--- src/hdl/skf_pkg.sv ---
// Shared types and constants for the seen-key tree filter.
// Used by the controller, the datapath, the top level and the checker.
package skf_pkg;

	localparam int KEY_W    = 64;
	localparam int STATUS_W = 2;
	localparam int ROT_R    = 9;
	localparam int DEV_SHL  = 13;

	// Result codes
	localparam logic [STATUS_W-1:0] ST_NEW  = 2'd0;
	localparam logic [STATUS_W-1:0] ST_SEEN = 2'd1;
	localparam logic [STATUS_W-1:0] ST_FULL = 2'd2;

	// Commands from controller to datapath
	typedef struct packed {
		logic                load_item;  // capture pair and key, point at root
		logic                clear_used; // empty the tree
		logic                latch_dir;  // remember which way the walk turned
		logic                step;       // follow the child link
		logic                write_node; // fill next free node, links empty
		logic                write_link; // hook new node under its parent
		logic                bump_used;  // count the new node
		logic                load_out;   // load result register
		logic [STATUS_W-1:0] code;       // result code for load_out
	} skf_cmd_t;

	// Status from datapath to controller
	typedef struct packed {
		logic used_zero;
		logic pool_full;
		logic pair_match;
		logic next_zero;
	} skf_sts_t;

	function automatic logic [KEY_W-1:0] make_key(input logic [KEY_W-1:0] dev,
		input logic [KEY_W-1:0] ino);
		logic [KEY_W-1:0] rot;
		rot = (ino >> ROT_R) | (ino << (KEY_W - ROT_R));
		return rot + (dev << DEV_SHL);
	endfunction

endpackage

--- src/hdl/skf_ctrl.sv ---
// Controller state machine for the seen-key tree filter: handshakes and
// sequencing of the tree walk. Depends on skf_pkg.
module skf_ctrl (
	input  logic              clk,
	input  logic              arst_n,
	input  logic              req_valid,
	output logic              req_ready,
	input  logic              action,
	output logic              rsp_valid,
	input  logic              rsp_ready,
	input  skf_pkg::skf_sts_t sts,
	output skf_pkg::skf_cmd_t cmd
);
	import skf_pkg::*;

	localparam logic [2:0] S_IDLE = 3'd0;
	localparam logic [2:0] S_READ = 3'd1;
	localparam logic [2:0] S_CMP  = 3'd2;
	localparam logic [2:0] S_INS  = 3'd3;
	localparam logic [2:0] S_LINK = 3'd4;
	localparam logic [2:0] S_RESP = 3'd5;

	logic [2:0]          state_q, state_d;
	logic [STATUS_W-1:0] code_q, code_d;
	logic                out_valid_q;
	logic                out_free;

	assign req_ready = (state_q == S_IDLE);
	assign rsp_valid = out_valid_q;
	assign out_free  = !out_valid_q || rsp_ready;

	// Next state and commands
	always_comb begin
		state_d = state_q;
		code_d  = code_q;
		cmd     = '0;
		cmd.code = code_q;
		case (state_q)
			S_IDLE: begin
				if (req_valid) begin
					cmd.load_item = 1'b1;
					if (action) begin
						cmd.clear_used = 1'b1;
						code_d  = ST_NEW;
						state_d = S_RESP;
					end else if (sts.used_zero) begin
						state_d = S_INS;
					end else begin
						state_d = S_READ;
					end
				end
			end
			S_READ: begin
				state_d = S_CMP;
			end
			S_CMP: begin
				if (sts.pair_match) begin
					code_d  = ST_SEEN;
					state_d = S_RESP;
				end else begin
					cmd.latch_dir = 1'b1;
					if (!sts.next_zero) begin
						cmd.step = 1'b1;
						state_d  = S_READ;
					end else if (sts.pool_full) begin
						code_d  = ST_FULL;
						state_d = S_RESP;
					end else begin
						state_d = S_INS;
					end
				end
			end
			S_INS: begin
				cmd.write_node = 1'b1;
				if (sts.used_zero) begin
					cmd.bump_used = 1'b1;
					code_d  = ST_NEW;
					state_d = S_RESP;
				end else begin
					state_d = S_LINK;
				end
			end
			S_LINK: begin
				cmd.write_link = 1'b1;
				cmd.bump_used  = 1'b1;
				code_d  = ST_NEW;
				state_d = S_RESP;
			end
			S_RESP: begin
				if (out_free) begin
					cmd.load_out = 1'b1;
					state_d = S_IDLE;
				end
			end
			default: begin
				state_d = S_IDLE;
			end
		endcase
	end

	// State, pending code and output valid
	always_ff @(posedge clk or negedge arst_n) begin
		if (!arst_n) begin
			state_q     <= S_IDLE;
			code_q      <= ST_NEW;
			out_valid_q <= 1'b0;
		end else begin
			state_q <= state_d;
			code_q  <= code_d;
			if (cmd.load_out) begin
				out_valid_q <= 1'b1;
			end else if (rsp_ready) begin
				out_valid_q <= 1'b0;
			end
		end
	end

endmodule

--- config.mk ---
export PLATFORM = sky130hd
export DESIGN_NAME = skf_ctrl
export DESIGN_NICKNAME = d
export VERILOG_FILES = /design/src/hdl/skf_pkg.sv /design/src/hdl/skf_ctrl.sv
export SDC_FILE = /design/constraint.sdc
export NUM_CORES = 1
export LEC_CHECK = 0
export ABC_AREA = 1
export BUFFER_PORTS_ARGS = -buffer_cell sky130_fd_sc_hd__buf_2
export CELL_PAD_IN_SITES_DETAIL_PLACEMENT = 0
export CELL_PAD_IN_SITES_GLOBAL_PLACEMENT = 2
export CORE_MARGIN = 2
export CORE_UTILIZATION = 20
export DETAILED_ROUTE_END_ITERATION = 8
export PLACE_DENSITY = 0.82
export SYNTH_ARGS = -nofsm -noshare
export SYNTH_HDL_FRONTEND = slang
export SYNTH_SLANG_ARGS = --single-unit
--- constraint.sdc ---
create_clock -name clk -period 1.5 [get_ports clk]
set_input_delay 0.225 -clock clk [delete_from_list [all_inputs] [get_ports clk]]
set_output_delay 0.225 -clock clk [all_outputs]
set_load 0.005 [all_outputs]
==> Word level (Yosys, flattened, before mapping) <==
Index checks and enable logic that the tools add are counted.
{ "op_classes": {"eq_ne": 11, "mux": 30, "n_reduce_logical": 7} }
{ "ops": {"columns": ["op", "n"], "rows": [
  ["2-bit 2-to-1 mux", 11],
  ["3-bit 2-to-1 mux", 6],
  ["3-bit case mux with 6 select lines", 1],
  ["1-bit 2-to-1 mux", 10],
  ["2-bit case mux with 4 select lines", 1],
  ["3-bit by 2-bit equality test with 1-bit output, second input constant", 2],
  ["3-bit equality test, second input constant", 2],
  ["2-bit inequality test, second input constant", 3],
  ["3-bit inequality test, second input constant", 2],
  ["6-bit AND reduction", 1],
  ["4-bit nonzero test", 1],
  ["3-bit by 1-bit equality test with 1-bit output, second input constant", 1],
  ["3-bit zero test", 1],
  ["2-bit by 1-bit inequality test with 1-bit output, second input constant", 1],
  ["1-bit case mux with 2 select lines", 1],
  ["2-bit AND reduction", 1],
  ["2-bit nonzero test", 1],
  ["1-bit zero test", 1],
  ["1-bit logical OR", 1]
]} }
{ "totals": {"output_inout_bits": 12, "reg_bits": 6, "input_bits": 9} }

==> Depth between registers and ports, before layout <==
Gate-level depths: netlist of run 1.
{ "logic_depth": {"depth_word": 5, "ltp_mapped": 8, "depth_no_buf": 8} }

==> Least setup slack after synthesis of run 1 <==
OpenSTA, ideal clock, no wires.
{ "synth_timing": {"path_type": "register to register", "startpoint": "reg state_q[0]", "endpoint": "reg code_q[0]", "path_stages_with_launch": 9, "path_buffers": 0, "path_slack_ns": 0.400, "required_time_ns": 1.383, "setup_ns": 0.117, "arrival_ns": 0.983, "cell_sequence": "dfrtp_1 > inv_1 > nand2_1 > nand2_1 > nand2_1 > nor2_1 > nand2_1 > nand2_1 > nand2_1"} }
{ "synth_between": {"elab_chain_cells": 3, "word_cells_on_any_way": 12, "cone_classes": "eq/ne (8); mux (1); reduce/logical (3)"} }
{ "synth_lines": {"columns": ["element", "line_no", "source"], "rows": [
  ["start: declaration", "skf_ctrl.sv:23", "logic [2:0] state_q, state_d;"],
  ["start signal: assignment", "skf_ctrl.sv:108", "state_q <= state_d;"],
  ["3-bit by 2-bit equality test with 1-bit output (tied with other cells)", "skf_ctrl.sv:38", "case (state_q)"],
  ["3-bit inequality test (no line) (tied with other cells)", null, null],
  ["6-bit AND reduction (no line)", null, null],
  ["end signal: assignment", "skf_ctrl.sv:109", "code_q <= code_d;"],
  ["end: declaration", "skf_ctrl.sv:24", "logic [STATUS_W-1:0] code_q, code_d;"]
]} }
Several ways; a longest one is shown, not always the timed one.
A chain may end at the register's enable or synchronous reset.

==> results of run 1 <==
[flip-flops by register name, indices dropped and copies added, names as in the netlist]
signal / flops
rsp_valid: 1
code_q: 2
state_q: 3
[per-stage QoR]
step / instance area (um^2) / total power, W / hold WS (ns) / util (%) / worst slack (ns)
floorplan: 424.2 / 0.0006297 / -0.07059 / - / 0.4001
global placement: 550.5 / 0.0008176 / 0.05242 / 27.78 / 0.2827
detailed placement: 550.5 / 0.0008115 / 0.05511 / 27.78 / 0.2665
CTS: 583.1 / 0.0009664 / 0.2527 / 29.42 / 0.02719
global route: 588.1 / 0.001074 / 0.2665 / 29.67 / -0.02673
finish: 588.1 / 0.0009674 / 0.2565 / 29.67 / 0.05226
[synth_stat cells (all sizes together)]
master,instances
nand3,8
o21ai,2
nor2,11
or2,2
inv,12
nor3,2
dfrtp,6
buf,1
nand2,21
nand4,1
a21oi,3
[power groups by stage]
| stage | Clock (W) | Combinational (W) | Sequential (W) |
|---|---|---|---|
| finish | 0.000144 | 0.000526 | 0.000298 |
| global route | 0.000163 | 0.000607 | 0.000304 |
| CTS | 0.000150 | 0.000530 | 0.000286 |
| detailed placement | 0 | 0.000523 | 0.000288 |
| global placement | 0 | 0.000535 | 0.000283 |
| floorplan | 0 | 0.000349 | 0.000280 |
[layout by cell type (no fill, tap or decap), types with 2 or more instances in the layout]
cell / synthesis / final
inv_1: 11 / 10
nor3_1: 2 / 2
a21oi_1: 3 / 3
o21ai_0: 2 / 2
nand2_1: 21 / 21
clkbuf_4: 0 / 3
nor2_1: 10 / 9
nand3_1: 8 / 8
buf_2: 0 / 20
dfrtp_2: 0 / 2
inv_2: 1 / 2
dfrtp_1: 6 / 4
[final timing paths]
check,cells after the start,slack [ns],end,from
worst max-delay path,4,0.05,cmd[6],state_q[2]$_DFFE_PN0P_
worst min-delay path,3,0.26,rsp_valid$_DFFE_PN0P_,rsp_ready
worst max register to register,8,0.29,code_q[1]$_DFFE_PN0P_,state_q[1]$_DFFE_PN0P_
worst min register to register,2,0.47,code_q[1]$_DFFE_PN0P_,code_q[1]$_DFFE_PN0P_
max in group asynchronous,2,0.99,state_q[0]$_DFFE_PN0P_,arst_n
min in group asynchronous,2,0.35,code_q[1]$_DFFE_PN0P_,arst_n
[worst min-delay path, cell delays in order]
cell and delay [ns]:
buf_2 0.07, or2_2 0.11, nand2_1 0.05
[metal layers]
layer,global-route usage (%),vias to the layer above
li1,-,260
met1,10.74,223
met2,15.57,15
met3,3.030,2
met4,4.167,0
met5,0,-
[cell type report]
cell class,instances,area [um^2],area share [%]
clock buffer,3,22.52,3.830
timing repair buffer,21,110.1,18.72
inverter,12,45.04,7.660
multi-input combinational,50,224.0,38.09
sequential,6,152.6,25.96
tap,27,33.78,5.745
[cells by family after synthesis]
| group | synth area share (%) |
|---|---|
| flops | 35.40 |
| simple gates | 46.32 |
| buf+inv | 12.39 |
| compound gates | 5.899 |
[repair_timing]
action	in CTS	in global routing
hold buffers	1	0
hold endpoints to repair	6	0
endpoints found under the setup margin	0	5
resized for setup	0	4
==> results.yml, run 1 <==
outcome:
  status: "complete, no violations"
cells_and_area:
  final_cells: 119
  n_fill_cell: 231
  fin_nets: 103
  insertedDiodeCount: 0
  drive_above_1_share_pct: 32.61
  area_delta_synth_final_pct: 38.64
clock_network:
  clk_pin_slew_ns: 0.04
  cts_sinks: 6
  tritoncts.num_buffers: 3
  post_cts_buffers: 0
  cts_htree_levels: 1
  clockBufferDepth: 2
  clk-insertion-delay-late_ns: 0.24
  cts_tree: "done"
  root_buffer: "clkbuf_4"
drt:
  vias: 500
  drt-pass1-iter-count: 4
  wirelength_um: 1078
  dr.first_iter.drc_count: 9
  final_antenna_net_count: 0
  m1WireLength_um: 483
  dr_wl_met2_um: 527
  dr.max_layer_used: "met4"
  wl_met3_um: 51
  drc_errors: 0
  post_drt_via_cell_ratio: 4.202
  avgRoutedWirePerCell_um: 9.059
place:
  numPlacedInstances: 115
  io_buffers: 20
  hpwl_um: 899.1
  gp_congestion: 0.7996
worst_setup_path:
  path_buf_inv: 2
  critPathMaxFanout: 10
  path_cells: "inv_2 -> nand3_1 -> nor3_1 -> buf_2"
  worst_path_max_delay_cell: "dfrtp_1"
  worstPathRequired_ns: 1.27
  critPathKind: "flip-flop to output pin"
  crit_family: "flip-flops"
  worst_setup_path_end_kind: "output pin"
  critPathMaxStageDelay_ns: 0.39
  arrival_ns: 1.22
  critPathLaunchType: "flip-flop"
timing:
  rsz0062_at_grt: "yes"
  period_share_pct: 96.52
  max_freq_mhz: 690.7
  tightest_slew_ns: 0.1998
  setup-violations-final: 0
  finalSetupTns_ns: 0
  clock_skew_ns: 0.001031
  hold_viol: 0
  relSlewSlack_pct: 86.54
  final.min_clock_period_ns: 1.448
  finalMaxSlewViolations: 0
synthesis:
  avgSynthCellArea_um2: 6.147
  synth-seq-cells: 6
  yosysSeqAreaShare_pct: 35.40
  synth_area_leaders: "dfrtp_1, nand2_1, inv_1, nand3_1, nor2_1"
  synth_area_um2: 424.2
  synthCells: 69
  yosys.area.top_type_share_pct: 35.40
  synth_fp_nets: 78
  ys_types: 14
  synth_top_area_cell: "dfrtp_1"
  yosys_warnings: 0
floorplanning:
  die_area_um2: 2505
  ioPinCount: 21
  die_y_um: 50.05
  placementRows: 16
  start_util_pct: 21.40
  die_w_um: 50.05
  core-area_um2: 1982
global_route:
  gr-total-overflow: 0
  antenna_found_initial: 0
  grt_use_total_pct: 9.343
  grt_pass1_wl_um: 1773
  grt_max_degree: 11
  grt_pass1_vias: 445
power_and_ir_drop:
  ir_drop_uv: 623.3
  p_comb_share_pct: 54.4
  p_leak_nw: 0.3544
  power.internal_w: 0.0005313
  switching_share_pct: 45.07
  clkPwrFrac_pct: 14.9
  switchingPower_w: 0.0004360
  power.share.sequential_pct: 30.8
  power_density_nw_per_um2: 1645
hold_path:
  min_path_type: "primary input to flip-flop"
run:
  max_cap_viol_count: 0
Power figures use the tool's default switching activity.
==> inputs of run 2 (changes only) <==
Settings changed: ABC_AREA 1 to 0, CORE_UTILIZATION 20 to 23, PLACE_DENSITY 0.82 to 0.83.
==> run 2 against run 1 <==
- sequential power grew 19%
- critical path depth is the same
- via count shrank 11%
- routed wire length shrank 1.7%
- critical endpoint is now cmd[3]
==> results.yml, run 2 <==
drt:
  wirelength_um: 1060
  dr.first_iter.drc_count: 8
  drt-pass1-iter-count: 4
  final_antenna_net_count: 0
  drc_errors: 0
  avgRoutedWirePerCell_um: 10.71
  post_drt_via_cell_ratio: 4.475
  vias: 443
timing:
  setup_slack_ns: 0.05385
  setup-violations-final: 0
  clock_skew_ns: 0.001138
  finalMaxSlewViolations: 0
  period_share_pct: 96.41
  relSlewSlack_pct: 81.49
  rsz0062_at_grt: "yes"
  hold-worst-slack_ns: 0.2862
  hold_viol: 0
  final.min_clock_period_ns: 1.446
  finalSetupTns_ns: 0
  tightest_slew_ns: 0.2771
  max_freq_mhz: 691.5
global_route:
  grt_pass1_vias: 374
  gr-total-overflow: 0
  grt_pass1_wl_um: 1587
  met1_usage_pct: 13.19
  antenna_found_initial: 0
  grt_use_total_pct: 10.42
  grt.busiest_layer: "met2"
  grt_max_degree: 11
  grt_util_met3_pct: 5.385
  gr-usage-met2_pct: 15.34
cells_and_area:
  largest_register_ffs: 3
  final_cell_mix: "buf_2, nand2_1, nor2_1, a21oi_1, dfrtp_1"
  fin_util_pct: 36.27
  final_common_cell: "buf_2"
  largest_register: "state_q"
  fin_nets: 85
  insertedDiodeCount: 0
  drive_above_1_share_pct: 51.35
  area_delta_synth_final_pct: 47.52
synthesis:
  synth_top_flop_cell: "dfrtp_1"
  synth_area_leaders: "dfrtp_1, a211oi_2, buf_6, a21oi_1, a21boi_4"
  synthArstFlopShare_pct: 100.0
  synth_top_family_by_area: "simple AND/OR/NAND/NOR gates"
  yosys.area.top_type_share_pct: 34.99
  synth-seq-cells: 6
  synth-simple-area-share_pct: 29.15
  synth_edf_count: 0
  yosys.area_share.xor_xnor_pct: 0
  synth_top_area_cell: "dfrtp_1"
  ys_top_cells_by_count: "dfrtp_1, nand2_1, nor2_1, a21oi_1"
  synth_fp_nets: 58
  avgSynthCellArea_um2: 8.758
  synth_area_um2: 429.2
  synth.area.mux_share_pct: 0
  yosys_warnings: 0
  synth_compound_area_share_pct: 25.95
  synthAdderAreaFrac_pct: 0
  yosysSeqAreaShare_pct: 34.99
  ys_types: 25
  synthCells: 49
  synth.most_common_cell: "dfrtp_1"
floorplanning:
  die_y_um: 47.20
  die_w_um: 47.20
  core-area_um2: 1745
  ioPinCount: 21
  die_area_um2: 2227
  start_util_pct: 24.59
  placementRows: 15
place:
  gp_congestion: 0.7360
  dp_slack_ns: 0.1772
  io_buffers: 20
hold_path:
  min_path_type: "primary input to flip-flop"
clock_network:
  clk-insertion-delay-late_ns: 0.24
  clockBufferDepth: 2
  clk_pin_slew_ns: 0.04
  cts_htree_levels: 1
  tritoncts.num_buffers: 3
  root_buffer: "clkbuf_4"
  cts_tree: "done"
  cts_sinks: 6
worst_setup_path:
  critPathMaxStageDelay_ns: 0.41
  worst_setup_path_end_kind: "output pin"
  path_cells: "nor2b_4 -> and2_4 -> a21o_1 -> buf_2"
  path_buf_inv: 1
  critPathLaunchType: "flip-flop"
  worstPathRequired_ns: 1.27
  worst_path_max_delay_cell: "dfrtp_1"
  critPathKind: "flip-flop to output pin"
  critPathMaxFanout: 4
  crit_family: "flip-flops"
  arrival_ns: 1.22
power_and_ir_drop:
  ir_drop_uv: 622.5
  power_w: 0.001112
  power_density_nw_per_um2: 1756
  p_leak_nw: 0.3243
run:
  max_cap_viol_count: 0
outcome:
  status: "complete, no violations"
## run 2: changes by cell type in the layout (fill, tap and decap cells not counted), moves of 3 or more
cell     before  now
nand2_1      21    5
nor2_1        9    4
inv_1        10    2
buf_4         0    3
nand3_1       8    0
## run 2: cell families after synthesis
kind of cell,Yosys count
buffers and inverters,6
AOI/OAI and AO/OA,14
DFF,6
and+or+nand+nor,23
## run 2: repair_timing
| item | in CTS | in global routing |
|---|---|---|
| resized for setup | 2 | 9 |
| endpoints found under the setup margin | 3 | 7 |
| setup buffers | 2 | 1 |
| hold buffers | 1 | 0 |
| endpoints found under the hold margin | 6 | 0 |
## run 2: layout make-up
cell class                 instances  area, um^2
tap                               25       31.28
sequential                         6       152.6
inverter                           2       7.507
fill                             197        1112
multi-input combinational         37       264.0
clock buffer                       3       22.52
timing repair buffer              26       155.1
## run 2: worst register-to-register path, stage by stage, from the launching register on
cell	delay, ns
dfrtp_2	0.49
a21boi_4	0.18
a211oi_2	0.29
a31oi_1	0.13
a21oi_1	0.11
## run 2: power breakdown
group          internal, W  switching (W)  total [W]
Combinational     0.000347       0.000267   0.000614
Clock            0.0000901      0.0000523   0.000142
Sequential        0.000237       0.000118   0.000355
## run 2: path summary, 6_finish.rpt
kind,slack (ns),depth (start not counted),end,start
hold reg to reg,0.51,2,code_q[1]$_DFFE_PN0P_,code_q[1]$_DFFE_PN0P_
setup / recovery,0.05,4,cmd[3],state_q[1]$_DFFE_PN0P_
setup reg to reg,0.23,4,code_q[1]$_DFFE_PN0P_,state_q[0]$_DFFE_PN0P_
max in group asynchronous,0.99,2,state_q[2]$_DFFE_PN0P_,arst_n
min in group asynchronous,0.35,2,code_q[0]$_DFFE_PN0P_,arst_n
hold / removal,0.29,3,rsp_valid$_DFFE_PN0P_,rsp_ready
## run 2: per-stage QoR
stage	instances	cell area, um^2
3_3_place_gp	92	540.5
5_1_grt	99	633.1
3_5_place_dp	92	540.5
2_1_floorplan	49	429.2
6_report	99	633.1
4_1_cts	98	594.3
## run 2: routing by layer
metal  vias to the layer above  share of wire (%)
li1                        222                  -
met1                       202                 45
met2                        19                 46
met3                         0                8.3
met4                         0                  0
met5                         -                  0
==> inputs of run 3 (changes only) <==
Clock period 1.5 ns to 1.6 ns, I/O delays scaled along.
==> run 3 against run 2 <==
- critical path depth stayed put
- hold slack better by 0.016 ns
- sequential power down 12%
- register-to-register slack gained 0.08 ns
==> results.yml, run 3 (same netlist as run 2, synthesis figures left out) <==
clock_network:
  clockBufferDepth: 2
  cts_sinks: 6
  clk_pin_slew_ns: 0.04
  tritoncts.num_buffers: 3
  cts_htree_levels: 1
  clk-insertion-delay-late_ns: 0.24
  root_buffer: "clkbuf_4"
  cts_tree: "done"
drt:
  drt-pass1-iter-count: 2
  drc_errors: 0
  post_drt_via_cell_ratio: 4.412
  final_antenna_net_count: 0
  avgRoutedWirePerCell_um: 10.06
  wirelength_um: 976
  vias: 428
  dr.first_iter.drc_count: 3
run:
  max_cap_viol_count: 0
floorplanning:
  ioPinCount: 21
  die_y_um: 47.20
  die_w_um: 47.20
  die_area_um2: 2227
  placementRows: 15
  core-area_um2: 1745
  start_util_pct: 24.59
worst_setup_path:
  critPathMaxStageDelay_ns: 0.42
  worst_path_max_delay_cell: "dfrtp_1"
  critPathMaxFanout: 6
  worstPathRequired_ns: 1.36
  arrival_ns: 1.32
  critPathKind: "flip-flop to output pin"
  critPathLaunchType: "flip-flop"
  worst_setup_path_end_kind: "output pin"
  path_cells: "nor2b_1 -> and2_2 -> a21o_1 -> buf_2"
timing:
  relSlewSlack_pct: 76.13
  rsz0062_at_grt: "yes"
  period_share_pct: 97.66
  hold_viol: 0
  tightest_slew_ns: 0.3580
  clock_skew_ns: 0.003331
  max_freq_mhz: 640.0
  finalMaxSlewViolations: 0
  final.min_clock_period_ns: 1.563
  setup-violations-final: 0
cells_and_area:
  n_fill_cell: 204
  multiInputGateArea_um2: 249.0
  regArea_um2: 150.1
  final_cells: 97
  largest_register_ffs: 3
  fin_nets: 83
  insertedDiodeCount: 0
  fin_util_pct: 33.98
  final_common_cell: "buf_2"
  largest_register: "state_q"
  area_delta_synth_final_pct: 38.19
  final_cell_mix: "buf_2, dfrtp_1, nand2_1"
  drive_above_1_share_pct: 45.83
global_route:
  gr-total-overflow: 0
  grt_use_total_pct: 9.781
  grt_max_degree: 11
  grt_pass1_wl_um: 1476
  antenna_found_initial: 0
  grt_pass1_vias: 346
outcome:
  status: "complete, no violations"
power_and_ir_drop:
  ir_drop_uv: 569.6
  power_density_nw_per_um2: 1593
  p_leak_nw: 0.3094
hold_path:
  min_path_type: "primary input to flip-flop"
place:
  gp_congestion: 0.7297
  numPlacedInstances: 92
  io_buffers: 20
-- run 3: final timing paths --
kind	start	end	slack (ns)	cells past startpoint
max	state_q[1]$_DFFE_PN0P_	cmd[3]	0.04	4
max reg2reg	state_q[0]$_DFFE_PN0P_	code_q[1]$_DFFE_PN0P_	0.31	4
max in group asynchronous	arst_n	state_q[2]$_DFFE_PN0P_	1.09	2
min reg2reg	rsp_valid$_DFFE_PN0P_	rsp_valid$_DFFE_PN0P_	0.51	2
min in group asynchronous	arst_n	code_q[0]$_DFFE_PN0P_	0.36	2
min	rsp_ready	rsp_valid$_DFFE_PN0P_	0.30	3
-- run 3: area by class of cell --
class	instances	area share, %
Multi-Input combinational cell	37	41.98
Timing Repair Buffer	24	22.36
Sequential cell	6	25.32
Inverter	2	1.266
Clock buffer	3	3.797
Tap cell	25	5.274
-- run 3: critical path: cells and delay by family, from the launching register on --
| family | cells | cell delay, ns |
|---|---|---|
| flops | 1 | 0.42 |
| buf+inv | 1 | 0.12 |
| simple gates | 2 | 0.38 |
| compound gates | 1 | 0.17 |
-- run 3: what timing repair did --
item	CTS	global route
hold buffers	1	0
endpoints found under the hold margin	6	0
gates resized for setup	1	2
buffers inserted	0	1
endpoints found under the setup margin	1	3
-- run 3: metrics by stage --
step / TNS [ns] / cell area (um^2) / hold slack (ns) / power (W) / worst slack [ns]
finish: 0 / 593.1 / 0.3025 / 0.0009446 / 0.03743
global route: -0.02394 / 593.1 / 0.3196 / 0.001036 / -0.01633
CTS: 0 / 578.1 / 0.3033 / 0.0009402 / 0.04181
detailed placement: 0 / 540.5 / 0.07645 / 0.0007849 / 0.2578
global placement: 0 / 540.5 / 0.07438 / 0.0007809 / 0.3117
floorplan: 0 / 429.2 / -0.05559 / 0.0006462 / 0.3247
-- run 3: per-layer routing --
layer / GRT usage [%] / share of wire [%] / vias up
li1: - / - / 218
met1: 12.70 / 49 / 191
met2: 14.25 / 43 / 19
met3: 4.615 / 8.5 / 0
met4: 3.333 / 0 / 0
met5: 0 / 0 / -
-- run 3: where the power goes --
group	leakage, nW	internal, W	switching [W]
Clock	0.0138	0.0000846	0.0000515
Sequential	0.0776	0.000217	0.0000943
Combinational	0.218	0.000267	0.000230
Total	0.309	0.000569	0.000376
